## config.mk

```make
export PLATFORM = sky130hd
export DESIGN_NAME = cursor_driven_point_rotator
export DESIGN_NICKNAME = d
export VERILOG_FILES = /design/src/rtl/core/crdr_pkg.sv /design/src/rtl/core/crdr_cordic.sv /design/src/rtl/core/crdr_mac.sv /design/src/rtl/core/cursor_driven_point_rotator.sv
export SDC_FILE = /design/constraint.sdc
export NUM_CORES = 2
export LEC_CHECK = 0
export ABC_AREA = 0
export BUFFER_PORTS_ARGS = -buffer_cell sky130_fd_sc_hd__buf_2
export CORE_ASPECT_RATIO = 0.6
export CORE_MARGIN = 4
export CORE_UTILIZATION = 44
export DETAILED_ROUTE_END_ITERATION = 7
export GPL_ROUTABILITY_DRIVEN = 0
export GPL_TIMING_DRIVEN = 0
export HOLD_SLACK_MARGIN = 0.05
export SLEW_MARGIN = 20
export SYNTH_ARGS = -nofsm -noshare
export SYNTH_HDL_FRONTEND = slang
export SYNTH_SLANG_ARGS = --single-unit
```

## constraint.sdc

```tcl
create_clock -name clk_i -period 11.31 [get_ports clk_i]
set_input_delay 0.5655 -clock clk_i [delete_from_list [all_inputs] [get_ports clk_i]]
set_output_delay 0.5655 -clock clk_i [all_outputs]
set_load 0.005 [all_outputs]
```

## src/rtl/core/crdr_pkg.sv

```systemverilog
// Shared types, constants and tables of the cursor driven point rotator.
`timescale 1ns / 1ps
`default_nettype none

package crdr_pkg;

  // Field widths.
  localparam int unsigned OP_W      = 2;
  localparam int unsigned CUR_W     = 16;
  localparam int unsigned PT_W      = 32;
  localparam int unsigned ANG_W     = 16;
  localparam int unsigned COEF_W    = 16;
  localparam int unsigned CENTRE_W  = 15;
  localparam int unsigned CFG_IDX_W = 2;

  // Fixed-point setup.
  localparam int unsigned FRAC_BITS    = 12;
  localparam int unsigned CORDIC_STEPS = 16;
  localparam int unsigned ATAN_ENTRIES = 24;
  localparam int unsigned STEP_W       = 5;
  localparam int unsigned PRESCALE     = 12;
  localparam int unsigned Q14_SHIFT    = 14;

  // Internal datapath widths.
  localparam int unsigned DIFF_W    = CUR_W + 1;
  localparam int unsigned CR_W      = 34;
  localparam int unsigned BASE_W    = CUR_W + FRAC_BITS;
  localparam int unsigned REL_W     = PT_W + 2;
  localparam int unsigned ACC_W     = REL_W + COEF_W + 1;
  localparam int unsigned SUM_W     = ACC_W - Q14_SHIFT + 1;
  localparam int unsigned MAC_CNT_W = 4;

  localparam logic signed [CR_W-1:0]   INV_GAIN  = CR_W'(163008219);
  localparam logic signed [CR_W-1:0]   HALF_TURN = CR_W'(64'sd2147483648);
  localparam logic signed [COEF_W-1:0] COEF_ONE  = COEF_W'(16384);
  localparam logic signed [ANG_W:0]    QUARTER   = (ANG_W+1)'(16384);
  localparam logic signed [ANG_W:0]    HALF_ANG  = (ANG_W+1)'(32768);

  // Item kinds carried in tuser.
  typedef enum logic [OP_W-1:0] {
    OP_BEGIN  = 2'd0,
    OP_CURSOR = 2'd1,
    OP_POINT  = 2'd2
  } op_e;

  // Configuration register indexes.
  localparam logic [CFG_IDX_W-1:0] REG_MODE     = 2'd0;
  localparam logic [CFG_IDX_W-1:0] REG_CENTRE_X = 2'd1;
  localparam logic [CFG_IDX_W-1:0] REG_CENTRE_Y = 2'd2;

  typedef enum logic [2:0] {
    TS_IDLE,
    TS_VEC_NEW,
    TS_VEC_OLD,
    TS_ROT,
    TS_MAC,
    TS_OUT
  } top_state_e;

  typedef enum logic {
    CS_IDLE,
    CS_RUN
  } cord_state_e;

  typedef enum logic [1:0] {
    MS_IDLE,
    MS_RUN,
    MS_RND,
    MS_FIN
  } mac_state_e;

  // Command word from the sequencer to the CORDIC unit.
  typedef struct packed {
    logic                     start;
    logic                     vectoring;
    logic signed [DIFF_W-1:0] x;
    logic signed [DIFF_W-1:0] y;
    logic [ANG_W-1:0]         ang;
  } cord_cmd_t;

  // Result word of the CORDIC unit.
  typedef struct packed {
    logic                     done;
    logic [ANG_W-1:0]         angle;
    logic signed [COEF_W-1:0] cosine;
    logic signed [COEF_W-1:0] sine;
  } cord_res_t;

  // Arctangent of 2^-i in 2^-32 turns.
  function automatic logic [31:0] atan_lut(input logic [STEP_W-1:0] idx);
    logic [31:0] r;
    case (idx)
      5'd0:  r = 32'h20000000;
      5'd1:  r = 32'h12E4051E;
      5'd2:  r = 32'h09FB385B;
      5'd3:  r = 32'h051111D4;
      5'd4:  r = 32'h028B0D43;
      5'd5:  r = 32'h0145D7E1;
      5'd6:  r = 32'h00A2F61E;
      5'd7:  r = 32'h00517C55;
      5'd8:  r = 32'h0028BE53;
      5'd9:  r = 32'h00145F2F;
      5'd10: r = 32'h000A2F98;
      5'd11: r = 32'h000517CC;
      5'd12: r = 32'h00028BE6;
      5'd13: r = 32'h000145F3;
      5'd14: r = 32'h0000A2FA;
      5'd15: r = 32'h0000517D;
      5'd16: r = 32'h000028BE;
      5'd17: r = 32'h0000145F;
      5'd18: r = 32'h00000A30;
      5'd19: r = 32'h00000518;
      5'd20: r = 32'h0000028C;
      5'd21: r = 32'h00000146;
      5'd22: r = 32'h000000A3;
      5'd23: r = 32'h00000051;
      default: r = 32'h0;
    endcase
    return r;
  endfunction

endpackage

`default_nettype wire

```

## src/rtl/core/crdr_cordic.sv

```systemverilog
// Iterative CORDIC unit: vectoring (atan2) and rotating (sine and cosine), one step per cycle.
`timescale 1ns / 1ps
`default_nettype none

module crdr_cordic (
  input  wire                  clk_i,
  input  wire                  rst_ni,
  input  crdr_pkg::cord_cmd_t  cmd_i,
  output crdr_pkg::cord_res_t  res_o
);

  localparam int unsigned CW = crdr_pkg::CR_W;

  crdr_pkg::cord_state_e state_q, state_d;
  logic                  vec_q, vec_d;
  logic                  flip_q, flip_d;
  logic                  done_q, done_d;
  logic signed [CW-1:0]  x_q, x_d, y_q, y_d, z_q, z_d;
  logic [crdr_pkg::STEP_W-1:0] i_q, i_d;

  logic signed [crdr_pkg::DIFF_W-1:0] ax, ay;
  logic signed [crdr_pkg::ANG_W:0]    a_raw, a_adj;
  logic                               a_flip;
  logic signed [CW-1:0]  shx, shy, atan_v;
  logic                  ccw;
  logic [31:0]           ang_sum;

  // Rounds a Q5.28 value to Q1.14 and clamps it to plus or minus one.
  function automatic logic signed [crdr_pkg::COEF_W-1:0] to_q14(
    input logic signed [CW-1:0] v, input logic neg);
    logic signed [CW-1:0] r;
    logic signed [CW-1:0] lim;
    logic signed [crdr_pkg::COEF_W-1:0] c;
    lim = CW'(crdr_pkg::COEF_ONE);
    r = (v + CW'(8192)) >>> crdr_pkg::Q14_SHIFT;
    if (r > lim) begin
      r = lim;
    end else if (r < -lim) begin
      r = -lim;
    end
    c = r[crdr_pkg::COEF_W-1:0];
    return neg ? -c : c;
  endfunction

  // Folding of the angle into the right half plane.
  always_comb begin
    a_raw  = (crdr_pkg::ANG_W+1)'($signed(cmd_i.ang));
    a_adj  = a_raw;
    a_flip = 1'b0;
    if (a_raw > crdr_pkg::QUARTER) begin
      a_adj  = a_raw - crdr_pkg::HALF_ANG;
      a_flip = 1'b1;
    end else if (a_raw < -crdr_pkg::QUARTER) begin
      a_adj  = a_raw + crdr_pkg::HALF_ANG;
      a_flip = 1'b1;
    end
    ax = (cmd_i.x < 0) ? -cmd_i.x : cmd_i.x;
    ay = (cmd_i.x < 0) ? -cmd_i.y : cmd_i.y;
  end

  // One micro-rotation per cycle.
  always_comb begin
    shx    = x_q >>> i_q;
    shy    = y_q >>> i_q;
    atan_v = CW'(crdr_pkg::atan_lut(i_q));
    ccw    = vec_q ? !(y_q > 0) : (z_q >= 0);

    state_d = state_q;
    vec_d   = vec_q;
    flip_d  = flip_q;
    x_d     = x_q;
    y_d     = y_q;
    z_d     = z_q;
    i_d     = i_q;
    done_d  = 1'b0;

    case (state_q)
      crdr_pkg::CS_IDLE: begin
        if (cmd_i.start) begin
          vec_d = cmd_i.vectoring;
          i_d   = '0;
          if (cmd_i.vectoring) begin
            flip_d = 1'b0;
            x_d    = CW'(ax) <<< crdr_pkg::PRESCALE;
            y_d    = CW'(ay) <<< crdr_pkg::PRESCALE;
            z_d    = (cmd_i.x < 0) ? crdr_pkg::HALF_TURN : '0;
            if (cmd_i.x == 0 && cmd_i.y == 0) begin
              // A zero vector has angle zero.
              z_d    = '0;
              done_d = 1'b1;
            end else begin
              state_d = crdr_pkg::CS_RUN;
            end
          end else begin
            flip_d  = a_flip;
            x_d     = crdr_pkg::INV_GAIN;
            y_d     = '0;
            z_d     = CW'(a_adj) <<< 16;
            state_d = crdr_pkg::CS_RUN;
          end
        end
      end
      crdr_pkg::CS_RUN: begin
        if (ccw) begin
          x_d = x_q - shy;
          y_d = y_q + shx;
          z_d = z_q - atan_v;
        end else begin
          x_d = x_q + shy;
          y_d = y_q - shx;
          z_d = z_q + atan_v;
        end
        i_d = i_q + 1'b1;
        if (i_q == crdr_pkg::STEP_W'(crdr_pkg::CORDIC_STEPS - 1)) begin
          state_d = crdr_pkg::CS_IDLE;
          done_d  = 1'b1;
        end
      end
      default: state_d = crdr_pkg::CS_IDLE;
    endcase
  end

  // Control and datapath registers.
  always_ff @(posedge clk_i or negedge rst_ni) begin
    if (!rst_ni) begin
      state_q <= crdr_pkg::CS_IDLE;
      done_q  <= 1'b0;
    end else begin
      state_q <= state_d;
      done_q  <= done_d;
    end
  end

  always_ff @(posedge clk_i) begin
    vec_q  <= vec_d;
    flip_q <= flip_d;
    x_q    <= x_d;
    y_q    <= y_d;
    z_q    <= z_d;
    i_q    <= i_d;
  end

  // Results, valid in the cycle of the done pulse.
  assign ang_sum      = z_q[31:0] + 32'd32768;
  assign res_o.done   = done_q;
  assign res_o.angle  = ang_sum[31:16];
  assign res_o.cosine = to_q14(x_q, flip_q);
  assign res_o.sine   = to_q14(y_q, flip_q);

endmodule

`default_nettype wire

```

## src/rtl/core/crdr_mac.sv

```systemverilog
// Bit-serial point rotator: multiplies by cosine and sine one coefficient bit per cycle.
`timescale 1ns / 1ps
`default_nettype none

module crdr_mac (
  input  wire                                      clk_i,
  input  wire                                      rst_ni,
  input  wire                                      start_i,
  input  wire signed [crdr_pkg::PT_W-1:0]          point_x_i,
  input  wire signed [crdr_pkg::PT_W-1:0]          point_y_i,
  input  wire signed [crdr_pkg::CUR_W-1:0]         pivot_x_i,
  input  wire signed [crdr_pkg::CUR_W-1:0]         pivot_y_i,
  input  wire signed [crdr_pkg::COEF_W-1:0]        cos_i,
  input  wire signed [crdr_pkg::COEF_W-1:0]        sin_i,
  output logic                                     done_o,
  output logic signed [crdr_pkg::PT_W-1:0]         rot_x_o,
  output logic signed [crdr_pkg::PT_W-1:0]         rot_y_o
);

  localparam int unsigned AW = crdr_pkg::ACC_W;
  localparam int unsigned SW = crdr_pkg::SUM_W;

  crdr_pkg::mac_state_e state_q, state_d;
  logic [crdr_pkg::MAC_CNT_W-1:0] cnt_q, cnt_d;
  logic                           done_q, done_d;
  logic signed [crdr_pkg::REL_W-1:0]  relx_q, relx_d, rely_q, rely_d;
  logic signed [crdr_pkg::BASE_W-1:0] bx_q, bx_d, by_q, by_d;
  logic [crdr_pkg::COEF_W-1:0]        cq_q, cq_d, sq_q, sq_d;
  logic signed [AW-1:0]               accx_q, accx_d, accy_q, accy_d;
  logic signed [crdr_pkg::PT_W-1:0]   rx_q, rx_d, ry_q, ry_d;

  logic signed [crdr_pkg::BASE_W-1:0] bx_in, by_in;
  logic signed [AW-1:0]               ex, ey, tx, ty;
  logic                               cb, sb;

  // Clamps a widened sum to the signed 32-bit range.
  function automatic logic signed [crdr_pkg::PT_W-1:0] sat_pt(input logic signed [SW-1:0] v);
    logic signed [SW-1:0] hi, lo;
    logic signed [crdr_pkg::PT_W-1:0] r;
    hi = SW'({1'b0, {(crdr_pkg::PT_W-1){1'b1}}});
    lo = -hi - SW'(1);
    if (v > hi) begin
      r = hi[crdr_pkg::PT_W-1:0];
    end else if (v < lo) begin
      r = lo[crdr_pkg::PT_W-1:0];
    end else begin
      r = v[crdr_pkg::PT_W-1:0];
    end
    return r;
  endfunction

  // Pivot in point format.
  assign bx_in = crdr_pkg::BASE_W'(pivot_x_i) <<< crdr_pkg::FRAC_BITS;
  assign by_in = crdr_pkg::BASE_W'(pivot_y_i) <<< crdr_pkg::FRAC_BITS;

  always_comb begin
    cb = cq_q[crdr_pkg::COEF_W-1];
    sb = sq_q[crdr_pkg::COEF_W-1];
    ex = AW'(relx_q);
    ey = AW'(rely_q);
    tx = (cb ? ex : '0) - (sb ? ey : '0);
    ty = (sb ? ex : '0) + (cb ? ey : '0);

    state_d = state_q;
    cnt_d   = cnt_q;
    done_d  = 1'b0;
    relx_d  = relx_q;
    rely_d  = rely_q;
    bx_d    = bx_q;
    by_d    = by_q;
    cq_d    = cq_q;
    sq_d    = sq_q;
    accx_d  = accx_q;
    accy_d  = accy_q;
    rx_d    = rx_q;
    ry_d    = ry_q;

    case (state_q)
      crdr_pkg::MS_IDLE: begin
        if (start_i) begin
          relx_d  = crdr_pkg::REL_W'(point_x_i) - crdr_pkg::REL_W'(bx_in);
          rely_d  = crdr_pkg::REL_W'(point_y_i) - crdr_pkg::REL_W'(by_in);
          bx_d    = bx_in;
          by_d    = by_in;
          cq_d    = cos_i;
          sq_d    = sin_i;
          cnt_d   = '0;
          state_d = crdr_pkg::MS_RUN;
        end
      end
      crdr_pkg::MS_RUN: begin
        // Most significant coefficient bit first; its weight is negative.
        if (cnt_q == '0) begin
          accx_d = -tx;
          accy_d = -ty;
        end else begin
          accx_d = (accx_q <<< 1) + tx;
          accy_d = (accy_q <<< 1) + ty;
        end
        cq_d  = cq_q << 1;
        sq_d  = sq_q << 1;
        cnt_d = cnt_q + 1'b1;
        if (cnt_q == crdr_pkg::MAC_CNT_W'(crdr_pkg::COEF_W - 1)) begin
          state_d = crdr_pkg::MS_RND;
        end
      end
      crdr_pkg::MS_RND: begin
        accx_d  = accx_q + AW'(8192);
        accy_d  = accy_q + AW'(8192);
        state_d = crdr_pkg::MS_FIN;
      end
      crdr_pkg::MS_FIN: begin
        rx_d    = sat_pt(SW'(accx_q >>> crdr_pkg::Q14_SHIFT) + SW'(bx_q));
        ry_d    = sat_pt(SW'(accy_q >>> crdr_pkg::Q14_SHIFT) + SW'(by_q));
        done_d  = 1'b1;
        state_d = crdr_pkg::MS_IDLE;
      end
      default: state_d = crdr_pkg::MS_IDLE;
    endcase
  end

  always_ff @(posedge clk_i or negedge rst_ni) begin
    if (!rst_ni) begin
      state_q <= crdr_pkg::MS_IDLE;
      done_q  <= 1'b0;
    end else begin
      state_q <= state_d;
      done_q  <= done_d;
    end
  end

  always_ff @(posedge clk_i) begin
    cnt_q  <= cnt_d;
    relx_q <= relx_d;
    rely_q <= rely_d;
    bx_q   <= bx_d;
    by_q   <= by_d;
    cq_q   <= cq_d;
    sq_q   <= sq_d;
    accx_q <= accx_d;
    accy_q <= accy_d;
    rx_q   <= rx_d;
    ry_q   <= ry_d;
  end

  assign done_o  = done_q;
  assign rot_x_o = rx_q;
  assign rot_y_o = ry_q;

endmodule

`default_nettype wire

```

## src/rtl/core/cursor_driven_point_rotator.sv

```systemverilog
// Top level of the cursor driven point rotator: item sequencer, state and output register.
//
//   channel  direction  handshake                  word
//   s_axis   in         s_axis_tvalid/tready       tuser opcode; tdata cursor and point
//   m_axis   out        m_axis_tvalid/tready       tdata rotated point
//   cfg      in         cfg_valid_i/cfg_ready_o    register index and data
//
// A begin word leaves the input ready again on the next cycle. Each pass of the shared
// 16-step CORDIC unit runs command register, load and steps (none for a zero vector), so
// a cursor word holds the input for two passes in mode 1 and three in mode 0. A point
// word holds it for load, 16 multiplier steps, rounding, saturation, handoff and output
// load, longer while the output register is still full; a result then waits there while
// the next word is taken. Reset clears the control state at once; the config port is always ready.
`timescale 1ns / 1ps
`default_nettype none

module cursor_driven_point_rotator (
  input  wire                                   clk_i,
  input  wire                                   rst_ni,
  input  wire                                   s_axis_tvalid,
  output logic                                  s_axis_tready,
  input  wire  [95:0]                           s_axis_tdata,  // cursor_x, cursor_y, point_x, point_y
  input  wire  [crdr_pkg::OP_W-1:0]             s_axis_tuser,  // opcode
  output logic                                  m_axis_tvalid,
  input  wire                                   m_axis_tready,
  output logic [63:0]                           m_axis_tdata,  // rotated_x, rotated_y
  input  wire                                   cfg_valid_i,
  output logic                                  cfg_ready_o,
  input  wire  [crdr_pkg::CFG_IDX_W-1:0]        cfg_index_i,
  input  wire  [crdr_pkg::CENTRE_W-1:0]         cfg_data_i
);

  localparam int unsigned CW = crdr_pkg::CUR_W;
  localparam int unsigned DW = crdr_pkg::DIFF_W;

  crdr_pkg::top_state_e state_q, state_d;
  logic                            mode_q, mode_d;
  logic [crdr_pkg::CENTRE_W-1:0]   cx_cfg_q, cx_cfg_d, cy_cfg_q, cy_cfg_d;
  logic signed [CW-1:0]            pivot_x_q, pivot_x_d, pivot_y_q, pivot_y_d;
  logic signed [CW-1:0]            old_x_q, old_x_d, old_y_q, old_y_d;
  logic signed [CW-1:0]            cur_x_q, cur_x_d, cur_y_q, cur_y_d;
  logic [crdr_pkg::ANG_W-1:0]      prev_q, prev_d, t1_q, t1_d;
  logic signed [crdr_pkg::COEF_W-1:0] cos_q, cos_d, sin_q, sin_d;
  crdr_pkg::cord_cmd_t             cmd_q, cmd_d;
  logic                            mac_start_q, mac_start_d;
  logic                            out_valid_q, out_valid_d;
  logic [63:0]                     out_data_q, out_data_d;
  logic signed [crdr_pkg::PT_W-1:0] in_px_q, in_py_q;

  crdr_pkg::cord_res_t             cres;
  logic                            mac_done;
  logic signed [crdr_pkg::PT_W-1:0] rot_x, rot_y;

  logic signed [CW-1:0]            in_cx, in_cy;
  logic [crdr_pkg::PT_W-1:0]       in_px, in_py;
  logic                            in_acc;

  assign in_cx  = s_axis_tdata[15:0];
  assign in_cy  = s_axis_tdata[31:16];
  assign in_px  = s_axis_tdata[63:32];
  assign in_py  = s_axis_tdata[95:64];
  assign s_axis_tready = (state_q == crdr_pkg::TS_IDLE);
  assign in_acc = s_axis_tvalid && s_axis_tready;
  assign cfg_ready_o = 1'b1;

  crdr_cordic u_cordic (
    .clk_i  (clk_i),
    .rst_ni (rst_ni),
    .cmd_i  (cmd_q),
    .res_o  (cres)
  );

  crdr_mac u_mac (
    .clk_i     (clk_i),
    .rst_ni    (rst_ni),
    .start_i   (mac_start_q),
    .point_x_i (in_px_q),
    .point_y_i (in_py_q),
    .pivot_x_i (pivot_x_q),
    .pivot_y_i (pivot_y_q),
    .cos_i     (cos_q),
    .sin_i     (sin_q),
    .done_o    (mac_done),
    .rot_x_o   (rot_x),
    .rot_y_o   (rot_y)
  );

  // Point operands held for the multiplier start.
  always_ff @(posedge clk_i) begin
    if (in_acc) begin
      in_px_q <= in_px;
      in_py_q <= in_py;
    end
  end

  // Sequencer.
  always_comb begin
    state_d     = state_q;
    mode_d      = mode_q;
    cx_cfg_d    = cx_cfg_q;
    cy_cfg_d    = cy_cfg_q;
    pivot_x_d   = pivot_x_q;
    pivot_y_d   = pivot_y_q;
    old_x_d     = old_x_q;
    old_y_d     = old_y_q;
    cur_x_d     = cur_x_q;
    cur_y_d     = cur_y_q;
    prev_d      = prev_q;
    t1_d        = t1_q;
    cos_d       = cos_q;
    sin_d       = sin_q;
    cmd_d       = cmd_q;
    cmd_d.start = 1'b0;
    mac_start_d = 1'b0;
    out_data_d  = out_data_q;
    out_valid_d = out_valid_q && !m_axis_tready;

    // Configuration writes.
    if (cfg_valid_i) begin
      case (cfg_index_i)
        crdr_pkg::REG_MODE:     mode_d   = cfg_data_i[0];
        crdr_pkg::REG_CENTRE_X: cx_cfg_d = cfg_data_i;
        crdr_pkg::REG_CENTRE_Y: cy_cfg_d = cfg_data_i;
        default: ;
      endcase
    end

    case (state_q)
      crdr_pkg::TS_IDLE: begin
        if (in_acc) begin
          case (s_axis_tuser)
            crdr_pkg::OP_BEGIN: begin
              pivot_x_d = mode_q ? in_cx : CW'({1'b0, cx_cfg_q});
              pivot_y_d = mode_q ? in_cy : CW'({1'b0, cy_cfg_q});
              prev_d    = '0;
            end
            crdr_pkg::OP_CURSOR: begin
              cur_x_d         = in_cx;
              cur_y_d         = in_cy;
              cmd_d.start     = 1'b1;
              cmd_d.vectoring = 1'b1;
              cmd_d.x         = DW'(in_cx) - DW'(pivot_x_q);
              cmd_d.y         = DW'(in_cy) - DW'(pivot_y_q);
              state_d         = crdr_pkg::TS_VEC_NEW;
            end
            crdr_pkg::OP_POINT: begin
              mac_start_d = 1'b1;
              state_d     = crdr_pkg::TS_MAC;
            end
            default: ;
          endcase
        end
      end
      crdr_pkg::TS_VEC_NEW: begin
        if (cres.done) begin
          t1_d = cres.angle;
          if (mode_q) begin
            cmd_d.start     = 1'b1;
            cmd_d.vectoring = 1'b0;
            cmd_d.ang       = cres.angle - prev_q;
            prev_d          = cres.angle;
            state_d         = crdr_pkg::TS_ROT;
          end else begin
            cmd_d.start     = 1'b1;
            cmd_d.vectoring = 1'b1;
            cmd_d.x         = DW'(old_x_q) - DW'(pivot_x_q);
            cmd_d.y         = DW'(old_y_q) - DW'(pivot_y_q);
            state_d         = crdr_pkg::TS_VEC_OLD;
          end
        end
      end
      crdr_pkg::TS_VEC_OLD: begin
        if (cres.done) begin
          cmd_d.start     = 1'b1;
          cmd_d.vectoring = 1'b0;
          cmd_d.ang       = t1_q - cres.angle;
          state_d         = crdr_pkg::TS_ROT;
        end
      end
      crdr_pkg::TS_ROT: begin
        if (cres.done) begin
          cos_d   = cres.cosine;
          sin_d   = cres.sine;
          old_x_d = cur_x_q;
          old_y_d = cur_y_q;
          state_d = crdr_pkg::TS_IDLE;
        end
      end
      crdr_pkg::TS_MAC: begin
        if (mac_done) begin
          state_d = crdr_pkg::TS_OUT;
        end
      end
      crdr_pkg::TS_OUT: begin
        // Load the output word once the previous one is gone.
        if (!out_valid_q || m_axis_tready) begin
          out_data_d  = {rot_y, rot_x};
          out_valid_d = 1'b1;
          state_d     = crdr_pkg::TS_IDLE;
        end
      end
      default: state_d = crdr_pkg::TS_IDLE;
    endcase
  end

  always_ff @(posedge clk_i or negedge rst_ni) begin
    if (!rst_ni) begin
      state_q     <= crdr_pkg::TS_IDLE;
      mode_q      <= 1'b0;
      cx_cfg_q    <= crdr_pkg::CENTRE_W'(960);
      cy_cfg_q    <= crdr_pkg::CENTRE_W'(540);
      pivot_x_q   <= '0;
      pivot_y_q   <= '0;
      old_x_q     <= '0;
      old_y_q     <= '0;
      prev_q      <= '0;
      cos_q       <= crdr_pkg::COEF_ONE;
      sin_q       <= '0;
      cmd_q       <= '0;
      mac_start_q <= 1'b0;
      out_valid_q <= 1'b0;
    end else begin
      state_q     <= state_d;
      mode_q      <= mode_d;
      cx_cfg_q    <= cx_cfg_d;
      cy_cfg_q    <= cy_cfg_d;
      pivot_x_q   <= pivot_x_d;
      pivot_y_q   <= pivot_y_d;
      old_x_q     <= old_x_d;
      old_y_q     <= old_y_d;
      prev_q      <= prev_d;
      cos_q       <= cos_d;
      sin_q       <= sin_d;
      cmd_q       <= cmd_d;
      mac_start_q <= mac_start_d;
      out_valid_q <= out_valid_d;
    end
  end

  always_ff @(posedge clk_i) begin
    cur_x_q    <= cur_x_d;
    cur_y_q    <= cur_y_d;
    t1_q       <= t1_d;
    out_data_q <= out_data_d;
  end

  assign m_axis_tvalid = out_valid_q;
  assign m_axis_tdata  = out_data_q;

endmodule

`default_nettype wire
```

==> flow_summary.json <==
{
  "grt_max_degree": 88,
  "timing.max_cap.violations": 0,
  "drcViolationCount": 239,
  "setup_viol_count_final": 0,
  "violations": "design-rule violations",
  "cts_sinks": 820,
  "first_global_vias": 52700,
  "numCtsBuffers": 87,
  "crit_path_end_kind": "flip-flop",
  "drtIter0Drc": 8154,
  "synth_xor_area_share_pct": 8.875,
  "dr.pass1.iters": 8,
  "num_vias": 58301,
  "fin_skew_ns": 0.04700,
  "h-tree-depth": 3,
  "die_w_um": 503.6,
  "cts_root_buf": "clkbuf_16",
  "synth_top_family_by_area": "compound AO/OA/AOI/OAI gates",
  "worstMarginPinSlew_ns": 1.283,
  "period_share_pct": 91.78,
  "yosys_most_used_dff": "edfxtp_1",
  "routed_via_density": 6.253,
  "seq_area_frac_synth_pct": 35.95,
  "hold_viol": 0,
  "fin_crit_ns": 10.38,
  "max_slew_margin_pct": 14.45,
  "n_fill_cell": 13565,
  "rsz0062_at_grt": "no",
  "cp_max_fo": 10,
  "num_io_pins": 187,
  "critPathArrivalTime_ns": 10.83,
  "area_growth_pct": 11.51,
  "clock_path_buffers": 3,
  "synth_mux_area_share_pct": 6.809,
  "core.rowCount": 108,
  "synth_edf_count": 585,
  "die_h_um": 305.3,
  "syn_area_per_cell_sq_um": 9.342,
  "post_cts_buffers": 0,
  "antenna_found_initial": 32,
  "min_path_type": "in2reg",
  "synthesis.area_sq_um": 64830,
  "tritoncts": "built",
  "synthDistinctLibCells": 114,
  "grt_usage_pct": 29.29,
  "synthSimpleGateAreaFrac_pct": 15.76,
  "coreArea_sq_um": 145500,
  "cp.required_ns": 11.76,
  "synth-compound-area-share_pct": 19.06,
  "hpwl_um": 185900,
  "start_util_pct": 44.55,
  "synthAdderAreaFrac_pct": 9.808,
  "nets": 7921,
  "clk_pin_slew_worst_paths_ns": 0.06,
  "crit_type": "reg2reg",
  "io_buffers": 185,
  "grt-ovfl-total": 0,
  "antenna_left": 0,
  "synth_seq_cells": 820,
  "clk_latency_ns": 0.73,
  "grt_pass1_wl_um": 341300,
  "fin_tns_setup_ns": 0,
  "routed_wirelength_um": 234100,
  "start_kind": "flip-flop",
  "postSynthCellCount": 6940,
  "yosys_warnings": 0,
  "syn_nets": 7558,
  "async_flop_share_pct": 25.00,
  "routedWlPerCell_um": 25.11,
  "outcome": "complete, but fails checks",
  "fmax_mhz": 96.34,
  "drive_gt1_share_pct": 9.138,
  "dieArea_sq_um": 153800,
  "slew_viol_final": 0
}
synthesized netlist by cell type, types with 15 or more instances:
cell       instances  share of area, %
a31oi_1           86              0.83
o21ai_0          439               3.4
dfrtp_1          196               7.6
o21bai_1          64              0.74
or3_1             53              0.51
nor3b_1           18              0.21
nand2b_1          86              0.83
a21o_1           188               2.2
mux2i_1           99               1.5
mux4_2            54               1.9
edfxtp_1         585                27
and3_1            81              0.78
nand4_1           47              0.45
a22oi_1           63              0.73
a2111oi_0         15              0.20
o22ai_1           41              0.40
and2_1           156               1.5
o31ai_1           56              0.65
o21a_1            78              0.90
nor2_1           563               3.3
clkbuf_1         233               1.3
nor2b_1           67              0.65
a21oi_1          565               4.4
xnor2_1          373               5.0
o2111ai_1         18              0.24
nor4_1            43              0.41
a21boi_0          30              0.35
xor2_1           284               3.8
nand3b_1          15              0.17
ha_1             481               9.3
buf_1             24              0.14
mux4_1            26               1.1
inv_1            287               1.7
nor3_1           151               1.2
a211o_1           16              0.22
dfxtp_1           30              0.93
nand2_1          565               3.3
nand3_1          153               1.2
mux2_2           130               2.3
fa_1              17              0.52
or2_2             40              0.39
o211ai_1          42              0.49
a211oi_1          97               1.1
a31o_2            15              0.20
sequential cells by signal, indices dropped and copies added, names as in the netlist, 30 cells and up:
register and count:
m_axis_tdata 64, cmd_q 52, u_mac.accx_q 51, u_mac.accy_q 51, u_cordic.x_q 34, u_cordic.y_q 34, u_cordic.z_q 34, u_mac.relx_q 33
u_mac.rely_q 33, in_px_q 32, in_py_q 32, u_mac.rot_x_o 32, u_mac.rot_y_o 32, u_cordic.atan_v 30
per-layer routing:
| metal | vias to the layer above | GRT usage, % | share of wire [%] |
|---|---|---|---|
| met1 | 28182 | 47.48 | 48 |
| met4 | 18 | 7.487 | 2.9 |
| met5 | - | 1.990 | 0.16 |
| met2 | 3281 | 34.01 | 34 |
| met3 | 413 | 11.81 | 14 |
| li1 | 26407 | - | - |
cell families after synthesis:
group,Yosys count
compound gates,1960
xor+xnor,657
fa+ha+maj,498
buf+inv,586
flops,820
mux,312
other cells,1
simple gates,2106
placed cells by master, fill, tap and decap left out, types with 26 or more instances in the layout:
cell           instances
mux4_2                54
or2_2                 40
dfxtp_1               30
edfxtp_1             585
o21ai_0              439
dlygate4sd3_1         76
o21a_1                78
a21boi_0              30
a22oi_1               63
clkbuf_16             95
nor3_1               151
clkbuf_1             237
mux2_2               130
o211ai_1              42
a21oi_1              563
nand2_1              565
nor4_1                40
buf_2                197
dfrtp_1              196
nand4_1               47
or3_1                 53
inv_1                285
o22ai_1               41
mux2i_1               99
nand3_1              153
a211oi_1              97
and3_1                81
xnor2_1              373
mux4_1                26
o21bai_1              64
xor2_1               284
nand2b_1              86
o31ai_1               56
a21o_1               188
ha_1                 478
and2_1               155
nor2b_1               67
a31oi_1               85
nor2_1               561
metrics by stage:
| step | utilization (%) | cells | setup slack (ns) | hold WS, ns | cell area [sq um] |
|---|---|---|---|---|---|
| 6_report | 49.68 | 9324 | 0.9301 | 0.09374 | 72300 |
| 5_1_grt | 49.66 | 9314 | 0.8139 | 0.05546 | 72270 |
| 4_1_cts | 49.62 | 9301 | 0.9315 | 0.05044 | 72220 |
| 3_5_place_dp | 47.10 | 9063 | 0.9717 | 0.4045 | 68540 |
| 3_3_place_gp | 46.84 | 9050 | 0.7196 | 0.4002 | 68170 |
| 2_1_floorplan | - | 6940 | 4.779 | 0.2699 | 64830 |
area by class of cell:
| type | count | area [sq um] | area share, % |
|---|---|---|---|
| Clock inverter | 53 | 469.2 | 0.6490 |
| Multi-Input combinational cell | 5534 | 39190 | 54.20 |
| Tap cell | 1925 | 2409 | 3.332 |
| Sequential cell | 820 | 23310 | 32.24 |
| Buffer | 293 | 1335 | 1.847 |
| Antenna cell | 23 | 57.56 | 0.07961 |
| Clock buffer | 109 | 2449 | 3.387 |
| Inverter | 293 | 1107 | 1.532 |
| Timing Repair Buffer | 274 | 1973 | 2.729 |
critical path: stages (launching register included):
cell,delay (ns)
edfxtp_1,0.76
clkbuf_1,0.72
clkbuf_1,0.67
and2_1,0.23
ha_1,0.29
a211oi_1,0.36
o21ai_1,0.19
a211oi_1,0.45
o211ai_1,0.36
nand3_1,0.28
a21oi_1,0.10
a2111oi_1,0.79
inv_1,0.19
ha_1,0.42
and3_1,0.25
nand2_1,0.13
a2111oi_1,1.02
o21ai_0,0.38
o311ai_1,0.83
a221o_1,0.43
a31oi_1,0.25
a31oi_1,0.51
mux2i_1,0.16
a221oi_1,0.22
nand2_1,0.08
worst paths after layout:
check,start,endpoint,slack [ns],cells past startpoint
worst max-delay path,u_mac.cq_q[15],u_mac.accy_q[48],0.93,24
worst min-delay path,s_axis_tdata[79],in_py_q[15],0.09,1
worst max register to register,u_mac.cq_q[15],u_mac.accy_q[48],0.93,24
worst min register to register,in_py_q[8],u_mac.rely_q[8],0.40,0
max in group asynchronous,rst_ni,cos_q[14],10.13,3
min in group asynchronous,rst_ni,cmd_q[8],0.30,2
repair_timing:
item,in CTS,in global routing
endpoints found under the hold margin,109,0
hold buffers,76,0
resized for setup,0,0
Power is not shown: default switching activity piles up to over one toggle a cycle in this logic, so the estimate is an artifact.
